===== src/hw/rtl/fwm_pkg.sv =====
// ----------------------------------------------------------------------------
// fwm_pkg
// Shared constants and types of the file specification wildcard matcher.
// ----------------------------------------------------------------------------
package fwm_pkg;

  localparam int PATTERN_CHARS_DEFAULT = 32;
  localparam int PATTERN_CHARS_MAX     = 32;

  localparam int CHAR_W        = 8;
  localparam int LENGTH_W      = 6;
  localparam int CFG_INDEX_W   = 3;
  localparam int CFG_DATA_W    = 64;
  localparam int WORD_CHARS    = CFG_DATA_W / CHAR_W;
  localparam int PATTERN_WORDS = PATTERN_CHARS_MAX / WORD_CHARS;

  // configuration register indexes
  localparam logic [CFG_INDEX_W-1:0] REG_PATTERN_WORD0  = 3'd0;
  localparam logic [CFG_INDEX_W-1:0] REG_PATTERN_LENGTH = 3'd4;

  // special characters
  localparam logic [CHAR_W-1:0] CH_STAR     = 8'h2A;
  localparam logic [CHAR_W-1:0] CH_QUESTION = 8'h3F;
  localparam logic [CHAR_W-1:0] CH_SEMI     = 8'h3B;

  // per-character control broadcast to every cell
  typedef struct packed {
    logic step;     // advance the position set by one text character
    logic restart;  // end of specification, back to the start position
  } fwm_cell_ctl_t;

endpackage


===== src/hw/rtl/fwm_cell.sv =====
// ----------------------------------------------------------------------------
// fwm_cell
// One pattern position: holds its active bit, passes star closure and
// character advance on to the next position.
// ----------------------------------------------------------------------------
module fwm_cell #(
  parameter bit IS_HEAD = 1'b0
) (
  input  logic                        clk,
  input  logic                        rst,
  input  fwm_pkg::fwm_cell_ctl_t      ctl,
  input  logic [fwm_pkg::CHAR_W-1:0]  text_char,
  input  logic [fwm_pkg::CHAR_W-1:0]  pat_char,
  input  logic                        enable,
  input  logic                        closure_in,
  input  logic                        fwd_in,
  output logic                        active,
  output logic                        closure_out,
  output logic                        fwd_out
);

  logic closed;
  logic is_star;
  logic hit;
  logic active_next;

  assign closed      = active | closure_in;
  assign is_star     = (pat_char == fwm_pkg::CH_STAR);
  assign hit         = closed & enable;
  assign closure_out = hit & is_star;
  assign fwd_out     = hit & ~is_star &
                       ((pat_char == fwm_pkg::CH_QUESTION) || (pat_char == text_char));
  // a star keeps itself alive, anything else arrives from the left neighbor
  assign active_next = closure_out | fwd_in;

  always_ff @(posedge clk) begin
    if (rst) begin
      active <= IS_HEAD;
    end else if (ctl.restart) begin
      active <= IS_HEAD;
    end else if (ctl.step) begin
      active <= active_next;
    end
  end

endmodule


===== src/hw/rtl/filespec_wildcard_matcher_core.sv =====
// ----------------------------------------------------------------------------
// filespec_wildcard_matcher_core
// Matches a streamed NAME.EXT;VERSION specification against a wildcard
// pattern, one character per cycle while in_ready is high, using a row of position cells.
// ----------------------------------------------------------------------------
//
//  channel  | direction | handshake          | payload
//  ---------+-----------+--------------------+-------------------------
//  input    | in        | in_valid/in_ready  | text_char, text_last
//  output   | out       | out_valid/out_ready| matched
//  config   | in        | cfg_write          | cfg_index, cfg_data
//
//  one character is taken every cycle while in_ready is high; the cell row updates
//  the position set in the same cycle through a ripple of star closure across the cells
//  the result appears in the output register in the cycle after the last
//  character is taken and is held until taken
//  in_ready drops only while a result waits and out_ready is low
//  synchronous reset clears the pattern and the length and returns the position set to the start
//
module filespec_wildcard_matcher_core #(
  parameter int PATTERN_CHARS = fwm_pkg::PATTERN_CHARS_DEFAULT
) (
  input  logic                             clk,
  input  logic                             rst,
  input  logic                             in_valid,
  output logic                             in_ready,
  input  logic [fwm_pkg::CHAR_W-1:0]       text_char,
  input  logic                             text_last,
  output logic                             out_valid,
  input  logic                             out_ready,
  output logic                             matched,
  input  logic                             cfg_write,
  input  logic [fwm_pkg::CFG_INDEX_W-1:0]  cfg_index,
  input  logic [fwm_pkg::CFG_DATA_W-1:0]   cfg_data
);

  localparam int NW = $clog2(PATTERN_CHARS + 1);

  logic [fwm_pkg::CHAR_W-1:0]   pat [PATTERN_CHARS];
  logic [fwm_pkg::LENGTH_W-1:0] pat_length;
  logic [NW-1:0]                n;
  logic [PATTERN_CHARS-1:0]     en;
  logic [PATTERN_CHARS-1:0]     semi_hit;
  logic                         has_semi;
  logic                         past_mark;
  logic                         accept;
  logic                         cut;
  fwm_pkg::fwm_cell_ctl_t       ctl;

  logic [PATTERN_CHARS:0]       act;
  logic                         act_end;
  logic [PATTERN_CHARS:0]       closure_c;
  logic [PATTERN_CHARS:0]       fwd_c;
  logic                         result;

  // pattern storage
  for (genvar k = 0; k < PATTERN_CHARS; k++) begin : g_pat
    localparam int W = k / fwm_pkg::WORD_CHARS;
    localparam int B = k % fwm_pkg::WORD_CHARS;
    always_ff @(posedge clk) begin
      if (rst) begin
        pat[k] <= '0;
      end else if (cfg_write &&
                   cfg_index == fwm_pkg::CFG_INDEX_W'(fwm_pkg::REG_PATTERN_WORD0 + W)) begin
        pat[k] <= cfg_data[B*fwm_pkg::CHAR_W +: fwm_pkg::CHAR_W];
      end
    end
  end

  always_ff @(posedge clk) begin
    if (rst) begin
      pat_length <= '0;
    end else if (cfg_write && cfg_index == fwm_pkg::REG_PATTERN_LENGTH) begin
      pat_length <= cfg_data[fwm_pkg::LENGTH_W-1:0];
    end
  end

  // length clamped to the cell count
  assign n = (pat_length > fwm_pkg::LENGTH_W'(PATTERN_CHARS)) ? NW'(PATTERN_CHARS)
                                                               : pat_length[NW-1:0];

  for (genvar k = 0; k < PATTERN_CHARS; k++) begin : g_en
    assign en[k]       = (NW'(k) < n);
    assign semi_hit[k] = en[k] && (pat[k] == fwm_pkg::CH_SEMI);
  end
  assign has_semi = |semi_hit;

  assign in_ready = ~out_valid | out_ready;
  assign accept   = in_valid & in_ready;
  // version part is skipped when the pattern itself has no semicolon
  assign cut      = (text_char == fwm_pkg::CH_SEMI) && !has_semi;

  assign ctl.step    = accept && !past_mark && !cut;
  assign ctl.restart = accept && text_last;

  always_ff @(posedge clk) begin
    if (rst) begin
      past_mark <= 1'b0;
    end else if (accept) begin
      if (text_last) begin
        past_mark <= 1'b0;
      end else if (!past_mark && cut) begin
        past_mark <= 1'b1;
      end
    end
  end

  // row of position cells
  assign closure_c[0] = 1'b0;
  assign fwd_c[0]     = 1'b0;

  for (genvar k = 0; k < PATTERN_CHARS; k++) begin : g_cell
    fwm_cell #(
      .IS_HEAD (k == 0)
    ) u_cell (
      .clk         (clk),
      .rst         (rst),
      .ctl         (ctl),
      .text_char   (text_char),
      .pat_char    (pat[k]),
      .enable      (en[k]),
      .closure_in  (closure_c[k]),
      .fwd_in      (fwd_c[k]),
      .active      (act[k]),
      .closure_out (closure_c[k+1]),
      .fwd_out     (fwd_c[k+1])
    );
  end

  // end position past the last cell
  always_ff @(posedge clk) begin
    if (rst) begin
      act_end <= 1'b0;
    end else if (ctl.restart) begin
      act_end <= 1'b0;
    end else if (ctl.step) begin
      act_end <= fwd_c[PATTERN_CHARS];
    end
  end
  assign act[PATTERN_CHARS] = act_end;

  // result is taken from the position set before this character's update
  // only when the last character does not step the set; otherwise from after
  // the update, so it is formed from the next set combinationally
  logic [PATTERN_CHARS:0] act_after;
  logic [PATTERN_CHARS:0] closed_after;

  always_comb begin
    act_after = act;
    if (ctl.step) begin
      for (int k = 0; k < PATTERN_CHARS; k++) begin
        act_after[k] = closure_c[k+1] | fwd_c[k];
      end
      act_after[PATTERN_CHARS] = fwd_c[PATTERN_CHARS];
    end
  end

  // second closure pass over the updated set for the final verdict
  always_comb begin
    closed_after[0] = act_after[0];
    for (int k = 1; k <= PATTERN_CHARS; k++) begin
      closed_after[k] = act_after[k] |
                        (closed_after[k-1] & en[k-1] & (pat[k-1] == fwm_pkg::CH_STAR));
    end
  end

  assign result = (n == '0) ? 1'b1 : closed_after[n];

  // output register
  always_ff @(posedge clk) begin
    if (rst) begin
      out_valid <= 1'b0;
    end else if (accept && text_last) begin
      out_valid <= 1'b1;
    end else if (out_ready) begin
      out_valid <= 1'b0;
    end
  end

  always_ff @(posedge clk) begin
    if (accept && text_last) begin
      matched <= result;
    end
  end

  // every specification end produces a result
  a_result_after_last: assert property (@(posedge clk) disable iff (rst)
    accept && text_last |=> out_valid)
    else $error("no result after last character");

  // position set returns to the start after a result
  a_restart: assert property (@(posedge clk) disable iff (rst)
    accept && text_last |=> (act == (PATTERN_CHARS+1)'(1)) && !past_mark)
    else $error("position set not restarted");

  // empty pattern matches everything
  a_empty_pattern: assert property (@(posedge clk) disable iff (rst)
    accept && text_last && (n == '0) |=> matched)
    else $error("empty pattern did not match");

  // the version part leaves the position set untouched
  a_version_frozen: assert property (@(posedge clk) disable iff (rst)
    accept && past_mark && !text_last |=> $stable(act))
    else $error("position set moved past the version mark");

endmodule

===== config.mk =====
export PLATFORM = sky130hd
export DESIGN_NAME = filespec_wildcard_matcher_core
export DESIGN_NICKNAME = d
export VERILOG_FILES = /design/src/hw/rtl/fwm_pkg.sv /design/src/hw/rtl/fwm_cell.sv /design/src/hw/rtl/filespec_wildcard_matcher_core.sv
export SDC_FILE = /design/constraint.sdc
export NUM_CORES = 1
export LEC_CHECK = 0
export ABC_AREA = 1
export CAP_MARGIN = 20
export CORE_MARGIN = 5
export CORE_UTILIZATION = 29
export CTS_CLUSTER_DIAMETER = 40
export DETAILED_ROUTE_END_ITERATION = 8
export DONT_BUFFER_PORTS = 1
export HOLD_SLACK_MARGIN = 0.15
export PLACE_DENSITY_LB_ADDON = 0.05
export SKIP_CTS_REPAIR_TIMING = 1
export SYNTH_ARGS = -nofsm -noshare
export SYNTH_HDL_FRONTEND = slang
export SYNTH_SLANG_ARGS = --single-unit
export TNS_END_PERCENT = 1

===== constraint.sdc =====
create_clock -name clk -period 6.7 [get_ports clk]
set_clock_uncertainty 0.1 [all_clocks]
set_input_delay 1.34 -clock clk [delete_from_list [all_inputs] [get_ports clk]]
set_output_delay 1.34 -clock clk [all_outputs]
set_load 0.01 [all_outputs]

==> results.yml, run 1 <==
pwr:
  clkPwrFrac: 0.538
  totalPowerFinal_mw: 6.273
  pwr-share-comb: 0.103
  switching_share: 0.2577
  p_sw_mw: 1.616
  cellLeakagePower_nw: 9.488
  internal_power_mw: 4.657
  seqPwrFrac: 0.359
  power_density_nw_per_um2: 272.3
  peakVddDrop_mv: 0.1376
layout:
  multi_input_area_um2: 8085
  regArea_um2: 8548
  nets: 2489
  stdcell_count: 3243
  area_growth_pct: 31.90
  drive_above_1_share: 0.2263
  n_fill_cell: 6086
  fin_area_um2: 23040
  antenna_cells: 0
setup_path:
  worst_r2r_startpoint: "pat_length[5]"
  reg2reg_depth: 80
  crit_required_ps: 6940
  criticalPathCategory: "flop to flop"
  worstPathArrival_ps: 6990
  path_max_fanout: 7
  crit_start: "pat_length[5]"
  crit_slowest_cell: "dfxtp_4"
  worst_setup_path_start_kind: "flop"
  crit_path_end_kind: "flop"
  cp_common_cell: "nand2_1"
  cp_slowest_stage_delay_ps: 370
global_route:
  grt_usage: 0.2054
  overflow: 0
  grt_max_degree: 65
  grt_pass1_vias: 15250
  antenna_found_initial: 0
  grt_pass1_wl_mm: 101.3
placed_design:
  placed_area_um2: 20120
  gp_congestion: 0.8960
  post-dp-hpwl_mm: 48.24
  port_buffers: 0
  place_inst: 3092
  place_ws_ps: -531.5
sta:
  setup_viol: 1
  rsz0062_at_grt: "yes"
  finalCriticalPeriod_ps: 6756
  period_share: 1.008
  slew_viol_final: 0
  worst_hold_slack_ps: 365.3
  worst_pin_slew_ps: 1076
  worst_slack_ps: -56.06
  fmax_ghz: 0.1480
  slew_headroom: 0.2828
  finalHoldViolCount: 0
synthesis:
  syn-num-nets: 2210
  synth_edf_count: 257
  yosys_warnings: 0
  synthTopCellsByCount: "443 x nor2_1, 390 x nand2_1, 257 x edfxtp_1, 241 x inv_1, 167 x xnor2_1"
  ys.flop_type: "edfxtp_1"
  synth.most_common_cell: "nor2_1"
  ys_ff_latch: 298
  async_flop_share: 0
  synth_cell_types: 45
  synth-seq-area-share: 0.4889
  netlist.area_leader.share: 0.4419
  synthCells: 2129
  synth.cell_area_um2: 17470
  synth_largest_area_cell: "edfxtp_1"
  synthTopCellsByArea: "edfxtp_1 44%, nor2_1 9.5%, nand2_1 8.4%"
  syn_area_per_cell_um2: 8.204
detailed_routing:
  drt-initial-drc-count: 874
  drc: 0
  ant_nets: 0
  vias: 15630
  wl_per_cell_um: 21.31
  drt-vias-per-instance: 4.820
  firstDrtPassIters: 5
  drt-total-wl_mm: 69.10
floorplan:
  core.rowCount: 90
  io_pins: 84
  die_y_um: 255.4
  start_util: 0.2910
  die_area_um2: 65230
  core_um2: 60020
  dieWidth_um: 255.4
clock_network:
  cts_tree: "yes"
  clock-sinks: 298
  clock_path_buffers: 3
  root_buffer: "clkbuf_16"
  clk_latency_ps: 600
  htreeDepth: 3
  cts_buffers: 69
  cts.clk_slew.worst_paths_ps: 40
hold_path:
  hp-class: "flop to flop"
  holdPathStages: 1
  min_from: "past_mark"
flow_run:
  maxCapViolCount: 0
status:
  violations: "negative setup slack"
  run_status: "finished with violations"
==> power groups by stage <==
stage	combinational (mW)	clock (mW)	sequential [mW]
after global placement	0.616	0	2.29
after detailed placement	0.617	0	2.28
after CTS	0.621	3.45	2.25
after global routing	0.713	3.53	2.27
after floorplan	0.391	0	2.26
final	0.645	3.37	2.25
==> area by class of cell <==
type,instances,share of cell area
sequential,298,0.3711
multi-input combinational,1508,0.3510
timing repair buffer,282,0.09456
clock buffer,77,0.07854
tap,782,0.04247
inverter,249,0.04068
clock inverter,47,0.02172
==> routing by layer <==
layer  track usage  part of all wire  up-vias
met5             0                 0        -
met4       0.05353             0.027        0
met3       0.03683             0.045      121
met2        0.3345              0.46      359
met1        0.2845              0.47     7559
li1              -                 -     7593
==> stage by stage <==
stage | TNS [ps] | util
floorplan | 0 | -
CTS | -1189 | 0.3737
finish | -56.06 | 0.3838
global placement | -1068 | 0.3353
detailed placement | -859.6 | 0.3353
global route | -1769 | 0.3838
==> cells in the final DEF, fill, tap and decap left out, drive strengths merged, types with 10 or more instances in the layout <==
cell type    n
xor2        38
inv        255
nand4       75
nor2       447
clkbuf      77
nand2      417
edfxtp     257
nor4        38
xnor2      167
or2         16
nand3      139
dfxtp       41
a21oi       20
o32ai       10
nor3        21
o211ai      11
buf        282
clkinv      25
o21ai       70
==> path summary, 6_finish.rpt <==
path	to	slack [ps]
max	matched	-60
min	past_mark	370
max reg2reg	matched	-60
min reg2reg	past_mark	370
==> sequential cells by signal, summed over array words and instances, names as in the netlist <==
register              flops
pat                     256
act_end                   1
out_valid                 1
past_mark                 1
matched                   1
g_cell.u_cell.active     32
pat_length                6
==> critical path: cells and delay by family, from the launching register on <==
kind | cells | cell delay, ps
AO/OA/AOI/OAI | 1 | 60
buffers and inverters | 3 | 260
AND/OR/NAND/NOR | 76 | 5680
flip-flops | 1 | 370
==> cells by family after synthesis <==
kind of cell	count (synthesis)	share of synthesized area
AO/OA/AOI/OAI	144	0.05129
flip-flops	298	0.4889
buffers and inverters	323	0.07142
AND/OR/NAND/NOR	1159	0.2856
XOR/XNOR	205	0.1028
Power figures use the tool's default switching activity.
==> run 2, diff against run 1 <==
--- a/config.mk
+++ b/config.mk
@@ -6,5 +6,4 @@
 export NUM_CORES = 1
 export LEC_CHECK = 0
-export ABC_AREA = 1
 export CAP_MARGIN = 20
 export CORE_MARGIN = 5
@@ -19,3 +18,2 @@
 export SYNTH_HDL_FRONTEND = slang
 export SYNTH_SLANG_ARGS = --single-unit
-export TNS_END_PERCENT = 1
==> constraint.sdc (replaced) <==
create_clock -name clk -period 6.7 [get_ports clk]
set_clock_uncertainty 0.1 [all_clocks]
set_input_delay 0.335 -clock clk [delete_from_list [all_inputs] [get_ports clk]]
set_output_delay 0.335 -clock clk [all_outputs]
set_load 0.01 [all_outputs]
==> run 2 against run 1 <==
  * The flow now finishes without violations
  * Via count is 3.4% lower
  * Power is 0.48% higher
  * Sequential share of layout area is 0.58 points higher
  * Critical path depth is 62 lower
  * Sequential power hardly changed
  * Die area is 5.3% higher
  * Clock power is 7.1% higher
  * Largest cell class is now multi-input combinational cells
  * Worst setup slack better by 400 ps
==> results.yml, run 2 <==
status:
  run_status: "finished, final reports clean"
sta:
  setup_tns_ps: 0
  finalHoldViolCount: 0
  worst_hold_slack_ps: 174.0
  finalCriticalPeriod_ps: 6353
  period_share: 0.9483
  setup_viol: 0
  slew_headroom: 0.2649
  slew_viol_final: 0
  rsz0062_at_grt: "no"
  worst_pin_slew_ps: 1094
  fmax_ghz: 0.1574
clock_network:
  clock_path_buffers: 3
  htreeDepth: 3
  cts_tree: "yes"
  clock-sinks: 298
  clk_latency_ps: 600
  cts_buffers: 71
  root_buffer: "clkbuf_16"
  cts.clk_slew.worst_paths_ps: 50
setup_path:
  criticalPathCategory: "flop to flop"
  worst_setup_path_start_kind: "flop"
  worstPathArrival_ps: 6560
  crit_required_ps: 6910
  worstPathCellList: "buf_4, nor3_2, nand2_1, a22oi_1, o211ai_1, nor4_1, a21oi_4, buf_12, a31o_2, a22o_1, o211ai_1, a31oi_1, o21ai_1, a21oi_1, a21oi_1, o21ai_0, a211oi_1, o2111ai_1"
  path_max_fanout: 29
  cp_slowest_stage_delay_ps: 890
  crit_slowest_cell: "nor4_1"
  crit_path_end_kind: "flop"
  crit_family: "compound AO/OA/AOI/OAI gates"
  cp_num_buf_inv: 2
synthesis:
  synthCells: 1855
  synthTopCellsByCount: "268 x and2_1, 257 x edfxtp_1, 141 x xor2_1, 121 x nand2_1, 119 x nor2_1"
  synthTopCellsByArea: "edfxtp_1 42%, and2_1 9.1%, xor2_1 6.7%"
  synth.cell_area_um2: 18440
  synth_edf_count: 257
  synth.most_common_cell: "and2_1"
  syn_area_per_cell_um2: 9.939
  async_flop_share: 0
  netlist.area_leader.share: 0.4186
  syn-num-nets: 1936
  synth-seq-area-share: 0.4631
  ys.flop_type: "edfxtp_1"
  yosys_warnings: 0
  synth_cell_types: 90
  synth_largest_area_cell: "edfxtp_1"
  ys_ff_latch: 298
layout:
  nets: 2022
  largestRegisters: "pat: 256 flops, g_cell.u_cell.active: 32 flops, pat_length: 6 flops"
  fin_area_um2: 22650
  largest_reg_flops: 256
  top_register: "pat"
  final_common_cell: "and2_1"
  area_growth_pct: 22.86
  layout_common_cells: "268 x and2_1, 257 x edfxtp_1, 141 x xor2_1"
  drive_above_1_share: 0.09920
detailed_routing:
  firstDrtPassIters: 8
  drt-vias-per-instance: 5.308
  met3WireLength_mm: 3.745
  highest_layer: "met5"
  drt-initial-drc-count: 1333
  route.met2.wl_mm: 33.14
  drc: 0
  drt-total-wl_mm: 72.59
  wl_per_cell_um: 25.51
  vias: 15110
  ant_nets: 0
  drt-met1-wl_mm: 33.57
floorplan:
  core_um2: 63080
  die_area_um2: 68720
  io_pins: 84
  dieWidth_um: 262.1
  die_y_um: 262.1
  core.rowCount: 92
  start_util: 0.2923
pwr:
  peakVddDrop_mv: 0.1551
  cellLeakagePower_nw: 7.724
  power_density_nw_per_um2: 278.2
  totalPowerFinal_mw: 6.303
global_route:
  overflow: 0
  antenna_found_initial: 6
  grt_pass1_wl_mm: 104.3
  grt_max_degree: 65
  grt_usage: 0.2064
  grt_pass1_vias: 14690
placed_design:
  port_buffers: 0
  placed_area_um2: 19460
  post-dp-hpwl_mm: 49.35
  gp_congestion: 0.9063
flow_run:
  maxCapViolCount: 0
hold_path:
  hp-class: "primary input to flop"
## run 2: cell families (layout without fill, tap and decap cells)
kind of cell | after synthesis | after routing | synth area share
buffers and inverters | 112 | 253 | 0.02416
AO/OA/AOI/OAI | 328 | 328 | 0.1254
AND/OR/NAND/NOR | 855 | 855 | 0.2619
other | 0 | 4 | 0
flip-flops | 298 | 298 | 0.4631
XOR/XNOR | 249 | 249 | 0.1183
multiplexers | 13 | 13 | 0.007193
## run 2: layer usage
metal / global-route usage / up-vias
met3: 0.04295 / 127
li1: - / 7013
met5: 0 / -
met4: 0.06027 / 2
met1: 0.2824 / 7520
met2: 0.3315 / 444
## run 2: path summary, 6_finish.rpt
path / start / cells after the start / endpoint / slack, ps
hold / removal: cfg_index[2] / 3 / pat_length[4] / 170
setup / recovery: pat_length[4] / 18 / matched / 350
hold reg to reg: past_mark / 2 / past_mark / 400
setup reg to reg: pat_length[4] / 18 / matched / 350
## run 2: area by class of cell
type,count,area (µm²)
multi-input cells,1445,9523
clock buffers,85,1977
diodes,4,10.01
clock inverters,43,519.2
repair buffers,100,933.4
inverters,25,93.84
well taps,846,1059
fillers,6437,40430
flip-flops and latches,298,8538
## run 2: worst register-to-register path: cells and delay by family (launching register included)
| family | cells | cell delay (ps) |
|---|---|---|
| compound gates | 13 | 3010 |
| simple gates | 3 | 1710 |
| flops | 1 | 630 |
| buf+inv | 2 | 610 |
## run 2: power by group
group	internal [mW]	total, mW	leakage [nW]	switching (mW)
Clock	2.48	3.61	1.21	1.13
Combinational	0.188	0.436	3.70	0.248
Sequential	2.14	2.26	2.81	0.116
Total	4.81	6.30	7.72	1.50
## run 2: through the flow
stage / utilization / std cells / setup slack (ps)
6_report: 0.3591 / 2846 / 346.6
5_1_grt: 0.3590 / 2843 / 32.74
4_1_cts: 0.3480 / 2773 / 455.6
3_5_place_dp: 0.3084 / 2645 / 520.0
3_3_place_gp: 0.3084 / 2644 / 584.3
2_1_floorplan: - / 1855 / 2511
==> run 3, diff against run 2 <==
- CELL_PAD_IN_SITES_DETAIL_PLACEMENT: unset -> 1
- CELL_PAD_IN_SITES_GLOBAL_PLACEMENT: unset -> 1
- CORE_MARGIN: 5 -> 8
==> run 3 against run 2 <==
  * Sequential power is essentially flat
  * First-iteration DRC count shrank 21%
  * Maximum frequency grew 1.4%
  * Cell count grew 0.11%
  * Hold slack lost 4.9 ps
  * Non-clock buffer count is the same
  * Cell area is essentially flat
==> results.yml, run 3 (synthesis gave the netlist of run 2 again) <==
detailed_routing:
  drt-initial-drc-count: 1048
  drc: 0
  drt-total-wl_mm: 76.46
  firstDrtPassIters: 5
  vias: 15280
  drt-vias-per-instance: 5.364
  ant_nets: 0
  wl_per_cell_um: 26.84
sta:
  period_share: 0.9351
  slew_headroom: 0.2719
  fmax_ghz: 0.1596
  finalHoldViolCount: 0
  rsz0062_at_grt: "no"
  setup_viol: 0
  worst_pin_slew_ps: 1092
  finalCriticalPeriod_ps: 6265
  setup_tns_ps: 0
  slew_viol_final: 0
  worst_hold_slack_ps: 169.1
placed_design:
  gp_congestion: 0.9211
  post-dp-hpwl_mm: 52.73
  place_inst: 2647
  port_buffers: 0
setup_path:
  worstPathArrival_ps: 6480
  crit_path_end_kind: "flop"
  worst_setup_path_start_kind: "flop"
  crit_required_ps: 6920
  path_max_fanout: 15
  criticalPathCategory: "flop to flop"
  crit_start: "pat_length[4]"
  worst_r2r_startpoint: "pat_length[4]"
global_route:
  overflow: 0
  antenna_found_initial: 2
  grt_pass1_vias: 15680
  grt_pass1_wl_mm: 110.5
  grt_max_degree: 65
  grt_usage: 0.2086
layout:
  top_register: "pat"
  largestRegisters: "pat: 256 flops, g_cell.u_cell.active: 32 flops, pat_length: 6 flops"
  area_growth_pct: 22.97
  layout_common_cells: "268 x and2_1, 257 x edfxtp_1, 141 x xor2_1"
  final_common_cell: "and2_1"
  stdcell_count: 2849
  nets: 2023
  drive_above_1_share: 0.1034
  largest_reg_flops: 256
  n_fill_cell: 6959
clock_network:
  clock-sinks: 298
  clk_latency_ps: 600
  root_buffer: "clkbuf_16"
  clock_path_buffers: 3
  htreeDepth: 3
  cts_buffers: 72
  cts_tree: "yes"
  cts.clk_slew.worst_paths_ps: 50
floorplan:
  core.rowCount: 92
  die_area_um2: 71900
  die_y_um: 268.1
  start_util: 0.2928
  core_um2: 62970
  io_pins: 84
  dieWidth_um: 268.1
status:
  run_status: "finished, final reports clean"
hold_path:
  min_from: "in_valid"
  hp-class: "primary input to flop"
pwr:
  cellLeakagePower_nw: 7.729
  totalPowerFinal_mw: 6.354
  peakVddDrop_mv: 0.1901
  power_density_nw_per_um2: 280.2
flow_run:
  maxCapViolCount: 0
==> run 3: cell types whose count changed in the layout (fill, tap and decap cells not counted), sizes merged <==
cell | previous run | this run
diode | 4 | 2
inv | 25 | 35
buf | 31 | 33
clkbuf | 85 | 79
dlygate4sd3 | 69 | 67
bufinv | 10 | 11
==> run 3: final cells by class <==
| class | instances | area (µm²) | share of cell area |
|---|---|---|---|
| multi-input cells | 1445 | 9529 | 0.4203 |
| flip-flops and latches | 298 | 8538 | 0.3766 |
| clock buffers | 79 | 1849 | 0.08156 |
| well taps | 846 | 1059 | 0.04669 |
| repair buffers | 100 | 930.9 | 0.04106 |
| clock inverters | 54 | 668.1 | 0.02947 |
| inverters | 25 | 93.84 | 0.004139 |
| diodes | 2 | 5.005 | 0.0002207 |
==> run 3: path summary, 6_finish.rpt <==
| check | slack [ps] | depth (start not counted) | end |
|---|---|---|---|
| setup reg to reg | 430 | 17 | matched |
| setup / recovery | 430 | 17 | matched |
| hold / removal | 170 | 3 | past_mark |
| hold reg to reg | 410 | 2 | past_mark |
==> run 3: metal layers <==
| metal | share of wire | up-vias | track usage | wire (µm) |
|---|---|---|---|---|
| li1 | - | 7023 | - | - |
| met1 | 0.46 | 7810 | 0.2791 | 35490 |
| met2 | 0.47 | 342 | 0.3457 | 36140 |
| met3 | 0.040 | 107 | 0.03303 | 3083 |
| met4 | 0.023 | 0 | 0.06171 | 1742 |
| met5 | 0 | - | 0 | 0 |
==> run 3: worst max-delay path, cell delays in order, from the launching register on <==
cell and delay (ps):
dfxtp_1 560, buf_4 310, nor3_2 570, a211oi_1 290, a311oi_1 430, a31oi_4 110, a2111oi_4 710, o31ai_4 290
o21ai_0 650, a2111oi_0 250, o22ai_1 370, a21oi_1 130, o31ai_1 260, a21oi_1 120, a21oi_1 270, o21ai_0 160
a211oi_1 260, o2111ai_1 130
==> run 3: power by group <==
group          leakage, nW  switching [mW]  internal, mW
combinational         3.70           0.254         0.187
clock                 1.22            1.21          2.44
sequential            2.81           0.118          2.14
==> run 3: through the flow <==
step | instance area, µm² | worst slack, ps | utilization
2_1_floorplan | 18440 | 2511 | -
3_3_place_gp | 19480 | 753.2 | 0.3094
3_5_place_dp | 19480 | 502.9 | 0.3094
4_1_cts | 22000 | 504.1 | 0.3494
5_1_grt | 22670 | 15.65 | 0.3600
6_report | 22670 | 434.6 | 0.3601
